<file path="src/lzss_window_decompressor_macros.svh">
// ---------------------------------------------------------------------------
// lzss window decompressor assertion macros
// concurrent property checks, compiled out with NO_ASSERTIONS
// ---------------------------------------------------------------------------
`ifndef LZSS_WINDOW_DECOMPRESSOR_MACROS_SVH
`define LZSS_WINDOW_DECOMPRESSOR_MACROS_SVH
`ifndef NO_ASSERTIONS
`define LZSSWD_ASSERT_IMPL(label, clk, rst_n, ante, cons, msg) \
  label: assert property (@(posedge clk) disable iff (!rst_n) (ante) |-> (cons)) \
    else $error(msg);
`define LZSSWD_ASSERT_NEXT(label, clk, rst_n, ante, cons, msg) \
  label: assert property (@(posedge clk) disable iff (!rst_n) (ante) |=> (cons)) \
    else $error(msg);
`else
`define LZSSWD_ASSERT_IMPL(label, clk, rst_n, ante, cons, msg)
`define LZSSWD_ASSERT_NEXT(label, clk, rst_n, ante, cons, msg)
`endif
`endif

</file>
<file path="src/lzsswd_pkg.sv">
// ---------------------------------------------------------------------------
// lzsswd_pkg
// shared constants and controller/datapath interface types
// ---------------------------------------------------------------------------
package lzsswd_pkg;

  localparam int unsigned WINDOW_DEPTH    = 4096;
  localparam int unsigned ADDR_W          = $clog2(WINDOW_DEPTH);
  localparam int unsigned BLEN_W          = 25;
  localparam int unsigned MAX_BLOCK_BYTES = 16777216;
  localparam int unsigned BLOCK_LEN_RESET = 16384;
  localparam int unsigned MIN_MATCH       = 3;
  localparam int unsigned LEN_W           = 5;
  localparam int unsigned PADDR_W         = 3;

  localparam logic REG_BLOCK_LENGTH = 1'b0;

  typedef struct packed {
    logic clear;
    logic flag;
    logic lit;
    logic low;
    logic pair;
    logic copy;
  } lzsswd_cmd_t;

  typedef struct packed {
    logic clear_last;
    logic flag_bit;
    logic out_free;
    logic end_after_lit;
    logic end_now;
    logic copy_done;
  } lzsswd_sts_t;

endpackage

</file>
<file path="src/lzsswd_ctrl.sv">
// ---------------------------------------------------------------------------
// lzsswd_ctrl
// token sequencing state machine: history clear, flag, literal, pair, copy
// ---------------------------------------------------------------------------
module lzsswd_ctrl (
  input  logic                     clk_i,
  input  logic                     rst_ni,
  input  logic                     in_valid_i,
  output logic                     in_ready_o,
  input  lzsswd_pkg::lzsswd_sts_t  sts_i,
  output lzsswd_pkg::lzsswd_cmd_t  cmd_o
);
  import lzsswd_pkg::*;

  typedef enum logic [2:0] {
    ST_CLEAR,
    ST_FLAG,
    ST_TOKEN,
    ST_PAIR,
    ST_COPY
  } state_e;

  state_e state_q, state_d;
  logic   acc;

  assign acc = in_valid_i && in_ready_o;

  always_comb begin
    state_d    = state_q;
    cmd_o      = '0;
    in_ready_o = 1'b0;
    case (state_q)
      ST_CLEAR: begin
        cmd_o.clear = 1'b1;
        if (sts_i.clear_last) begin
          state_d = ST_FLAG;
        end
      end
      ST_FLAG: begin
        in_ready_o = 1'b1;
        if (acc) begin
          cmd_o.flag = 1'b1;
          state_d    = ST_TOKEN;
        end
      end
      ST_TOKEN: begin
        if (sts_i.flag_bit) begin
          in_ready_o = sts_i.out_free;
          if (acc) begin
            cmd_o.lit = 1'b1;
            state_d   = sts_i.end_after_lit ? ST_FLAG : ST_TOKEN;
          end
        end else begin
          in_ready_o = 1'b1;
          if (acc) begin
            cmd_o.low = 1'b1;
            state_d   = ST_PAIR;
          end
        end
      end
      ST_PAIR: begin
        in_ready_o = 1'b1;
        if (acc) begin
          cmd_o.pair = 1'b1;
          state_d    = ST_COPY;
        end
      end
      ST_COPY: begin
        cmd_o.copy = 1'b1;
        if (sts_i.copy_done) begin
          state_d = sts_i.end_now ? ST_FLAG : ST_TOKEN;
        end
      end
      default: begin
        state_d = ST_CLEAR;
      end
    endcase
  end

  always_ff @(posedge clk_i or negedge rst_ni) begin
    if (!rst_ni) begin
      state_q <= ST_CLEAR;
    end else begin
      state_q <= state_d;
    end
  end

endmodule

</file>
<file path="config.mk">
export PLATFORM = sky130hd
export DESIGN_NAME = lzsswd_ctrl
export DESIGN_NICKNAME = d
export VERILOG_FILES = /design/src/lzss_window_decompressor_macros.svh /design/src/lzsswd_pkg.sv /design/src/lzsswd_ctrl.sv
export SDC_FILE = /design/constraint.sdc
export NUM_CORES = 1
export LEC_CHECK = 0
export ABC_AREA = 0
export CAP_MARGIN = 10
export CORE_AREA = 2 2 39 41
export CTS_CLUSTER_DIAMETER = 30
export DETAILED_ROUTE_END_ITERATION = 6
export DIE_AREA = 0 0 41 43
export DONT_BUFFER_PORTS = 1
export SLEW_MARGIN = 20
export SYNTH_ARGS = -nofsm -noshare
export SYNTH_HDL_FRONTEND = slang
export SYNTH_SLANG_ARGS = --single-unit
</file>
<file path="constraint.sdc">
create_clock -name clk_i -period 2.2 [get_ports clk_i]
set_input_delay 0.11 -clock clk_i [delete_from_list [all_inputs] [get_ports clk_i]]
set_output_delay 0.11 -clock clk_i [all_outputs]
set_load 0.05 [all_outputs]
</file>
== After elaboration in Yosys (flattened, before gate mapping) ==
Index checks and enable logic that the tools add are counted.

* Output and inout bits: 7
* Logic and storage cells: 34
* Register bits after elaboration: 3

* Muxes and demuxes: 20
* Eq/ne operators: 9
* Reduce and logical (&&, ||, !) cells: 4

{| class="wikitable"
|+ Operators by type and width
! kind !! count
|-
| two-way mux 3 bit || 7
|-
| case mux 3 bit (5 select lines) || 1
|-
| != test 2 bit, second input constant || 5
|-
| two-way mux 1 bit || 8
|-
| == test 3 x 2 -> 1 bit, second input constant || 2
|-
| two-way mux 2 bit || 3
|-
| AND reduction 5 bit || 1
|-
| == test 3 x 1 -> 1 bit, second input constant || 1
|-
| == test 3 bit, second input constant || 1
|-
| logical NOT 3 bit || 1
|-
| case mux 1 bit (2 select lines) || 1
|-
| OR reduction 2 bit || 1
|-
| logical AND 1 bit || 1
|}

== Longest topological paths before layout ==
* Depth in word-level cells: 7
* Mapped depth: 4

== Worst setup path before layout ==
No wires, ideal clock.

* Kind: reg-to-output
* Start point: reg state_q[2]
* End point: out cmd_o[3] (netlist name)
* Buffers on the path: 1
* Arrival time: 1832 ps
* Data required time: 2090 ps
* Slack: 258 ps
* Stages on the path, launching flop included: 4
* Path through: dfrtp_1 -> buf_6 -> nand3b_1 -> nor3_1

{| class="wikitable"
|+ RTL lines
! item !! line !! RTL
|-
| start: declaration || lzsswd_ctrl.sv:23 || <nowiki>state_e state_q, state_d;</nowiki>
|-
| start signal: assignment || lzsswd_ctrl.sv:84 || <nowiki>state_q <= state_d;</nowiki>
|-
| end: declaration || lzsswd_ctrl.sv:11 || <nowiki>output lzsswd_pkg::lzsswd_cmd_t cmd_o</nowiki>
|}

==> flow_summary.json <==
{
  "drt-initial-drc-count": 6,
  "dieArea_um2": 1760,
  "ys.flop_type": "sky130_fd_sc_hd__dfrtp_1",
  "clock_skew_ns": 0.00389,
  "track_usage": 0.103,
  "initial_antenna_violation_count": 0,
  "grt_first_pass_wirelength_mm": 1.18,
  "worst_path_largest_cell_delay_ns": 0.49,
  "overflow": 0,
  "finalNetCount": 53,
  "drv_slew": 0,
  "grt_use_met1": 0.117,
  "grt_met2_usage": 0.138,
  "fin_hold_ws_ns": 0.0397,
  "register_bank_with_the_most_flops": "state_q",
  "largest_reg_flops": 3,
  "post-route-min-period_ns": 1.55,
  "detail_route.drc_violations": 0,
  "ys_seq_area_frac": 0.275,
  "fin_crit_sh": 0.704,
  "synth.distinct_cells": 23,
  "reg_top3": "state_q x3",
  "cts-resized-gates": 0,
  "ant_cells": 0,
  "first_global_vias": 292,
  "muxShareOfSynthArea": 0.0550,
  "finalHoldViolations": 0,
  "status": "finished, final reports clean",
  "leakage_nw": 0.168,
  "power_after_layout_mw": 0.533,
  "area_growth_syn_to_layout_pct": 31.2,
  "power.density_nw_per_um2": 1490,
  "synth-simple-area-share": 0.248,
  "synth_seq_cells": 3,
  "yosys_warnings": 0,
  "cts.clk_slew.worst_paths_ns": 0.04,
  "yosysTopAreaCell": "sky130_fd_sc_hd__dfrtp_1",
  "firstDrtPassIters": 3,
  "drive_above_1_share": 0.279,
  "synth.cells.most_frequent": "sky130_fd_sc_hd__a21oi_1, sky130_fd_sc_hd__dfrtp_1, sky130_fd_sc_hd__inv_1, sky130_fd_sc_hd__nor2_1, sky130_fd_sc_hd__nor3_1",
  "worst_slew_pin_slew_ns": 0.333,
  "grt_busiest_layer": "met2",
  "chain_of_cells_forming_the_critical_path": "nand3b_1 > nor3_1 > buf_4",
  "grt_start_max_net_pins": 13,
  "endpoint_kind": "output port",
  "cp_slowest_cell": "sky130_fd_sc_hd__dfrtp_1",
  "timing.critical_path.from_type": "register",
  "wl_per_cell_um": 12.5,
  "place.gp.congestion": 0.764,
  "postCtsSetupRepairBufs": 0,
  "max-cap-violations": 0,
  "die-width_um": 41,
  "timing.critical_path.required_ns": 2.09,
  "grt_setup_unrepaired": "false",
  "floorplan.die.height_um": 43,
  "synth-adder-area-share": 0,
  "cts_tree": "built",
  "maxSlewHeadroom": 0.778,
  "num-fill-cells": 157,
  "initial_utilization": 0.197,
  "met3_usage": 0.0366,
  "tritoncts_num_sinks": 3,
  "hold_wc_path_type": "input pin to register",
  "ant_nets": 0,
  "fmax_mhz": 646,
  "ir_drop_v": 0.000470,
  "clkLatencyLatePin_ns": 0.24,
  "placeableCoreArea_um2": 1380,
  "synth-edff-count": 0,
  "io-pin-count": 16,
  "top_fanout_value_on_the_critical_path": 12,
  "master_cell_of_the_clock_root_buffer": "sky130_fd_sc_hd__clkbuf_4",
  "detailed_place_hpwl_um": 568,
  "post_drt_via_cell_ratio": 5.00,
  "numPortBuffers": 0,
  "synth_top_area_frac": 0.275,
  "synthesis.instances": 34,
  "synthArstFlopShare": 1.00,
  "cell_area_after_synthesis_um2": 273,
  "setup_tns_ns": 0,
  "syn_area_per_cell_um2": 8.02,
  "synthXorXnorAreaFrac": 0,
  "syn_nets": 43,
  "worstSetupPathType": "register to output port",
  "htree_levels": 1,
  "drt_wl_total_um": 735,
  "cts_made_buffers": 3,
  "netlist_top_cells_area": "sky130_fd_sc_hd__dfrtp_1, sky130_fd_sc_hd__a21oi_1, sky130_fd_sc_hd__nor3_1",
  "placement_rows": 14,
  "routed-via-count": 295,
  "share_of_the_synthesized_area_in_compound_gates_ao_oa_aoi_oai": 0.307,
  "synth_top_family_by_area": "compound AO/OA/AOI/OAI gates",
  "timing.critical_path.arrival_ns": 1.44,
  "finalSetupViolCount": 0,
  "clk_path_buf_depth": 2
}
## stage by stage
stage          worst slack [ns]  cells   util  cell area (µm²)
6_report                  0.652     59  0.259              358
5_1_grt                   0.549     59  0.259              358
4_1_cts                   0.642     59  0.259              358
3_5_place_dp              0.817     54  0.232              322
3_3_place_gp              0.844     54  0.232              322
2_1_floorplan             0.258     34      -              273
## worst paths after layout
path	endpoint	startpoint	slack, ns	depth (start not counted)
min in group asynchronous	state_q[2]	rst_ni	0.12	1
worst min-delay path	state_q[2]	sts_i[0]	0.04	2
worst max register to register	state_q[1]	state_q[2]	0.81	3
max in group asynchronous	state_q[1]	rst_ni	1.93	1
worst min register to register	state_q[0]	state_q[0]	0.72	1
worst max-delay path	cmd_o[3]	state_q[2]	0.65	3
## repair_timing
| item | 4_1_cts | 5_1_grt |
|---|---|---|
| hold buffers | 1 | 0 |
| setup endpoints to repair | 0 | 0 |
| hold endpoints to repair | 3 | 0 |
## logic make-up after synthesis
kind of cell / after synthesis
AOI/OAI and AO/OA: 12
and+or+nand+nor: 12
DFF: 3
buffers and inverters: 6
muxes: 1
## layout by cell type, fill, tap and decap left out, types with 2 or more instances in the layout
| cell | count |
|---|---|
| sky130_fd_sc_hd__o21ai_0 | 2 |
| sky130_fd_sc_hd__buf_4 | 6 |
| sky130_fd_sc_hd__inv_1 | 3 |
| sky130_fd_sc_hd__dfrtp_1 | 3 |
| sky130_fd_sc_hd__clkbuf_4 | 3 |
| sky130_fd_sc_hd__a21oi_1 | 3 |
| sky130_fd_sc_hd__nor2_1 | 3 |
| sky130_fd_sc_hd__nor3_1 | 3 |
## layout make-up
cell class	instances	area, µm²	share of cell area
Multi-Input combinational cell	25	166	0.465
Sequential cell	3	75.1	0.210
Timing Repair Buffer	7	55.1	0.154
Clock buffer	4	26.3	0.0734
Tap cell	16	20.0	0.0559
Inverter	4	15.0	0.0420
## worst max-delay path, delay by kind of cell, from the launching register on
family | cells | cell delay, ns
flip-flops | 1 | 0.49
AND/OR/NAND/NOR | 2 | 0.48
buffers and inverters | 1 | 0.23
## layer usage
metal	share of wire	vias up
met2	0.47	9
met3	0.11	2
met4	0.026	0
li1	-	145
met5	0	-
met1	0.39	139
## where the power goes
part	leakage [nW]	internal, mW	switching, mW
sequential	0.0389	0.0751	0.0478
clock	0.0150	0.0683	0.0340
combinational	0.115	0.106	0.202
total	0.168	0.249	0.283
Power figures use the tool's default switching activity.
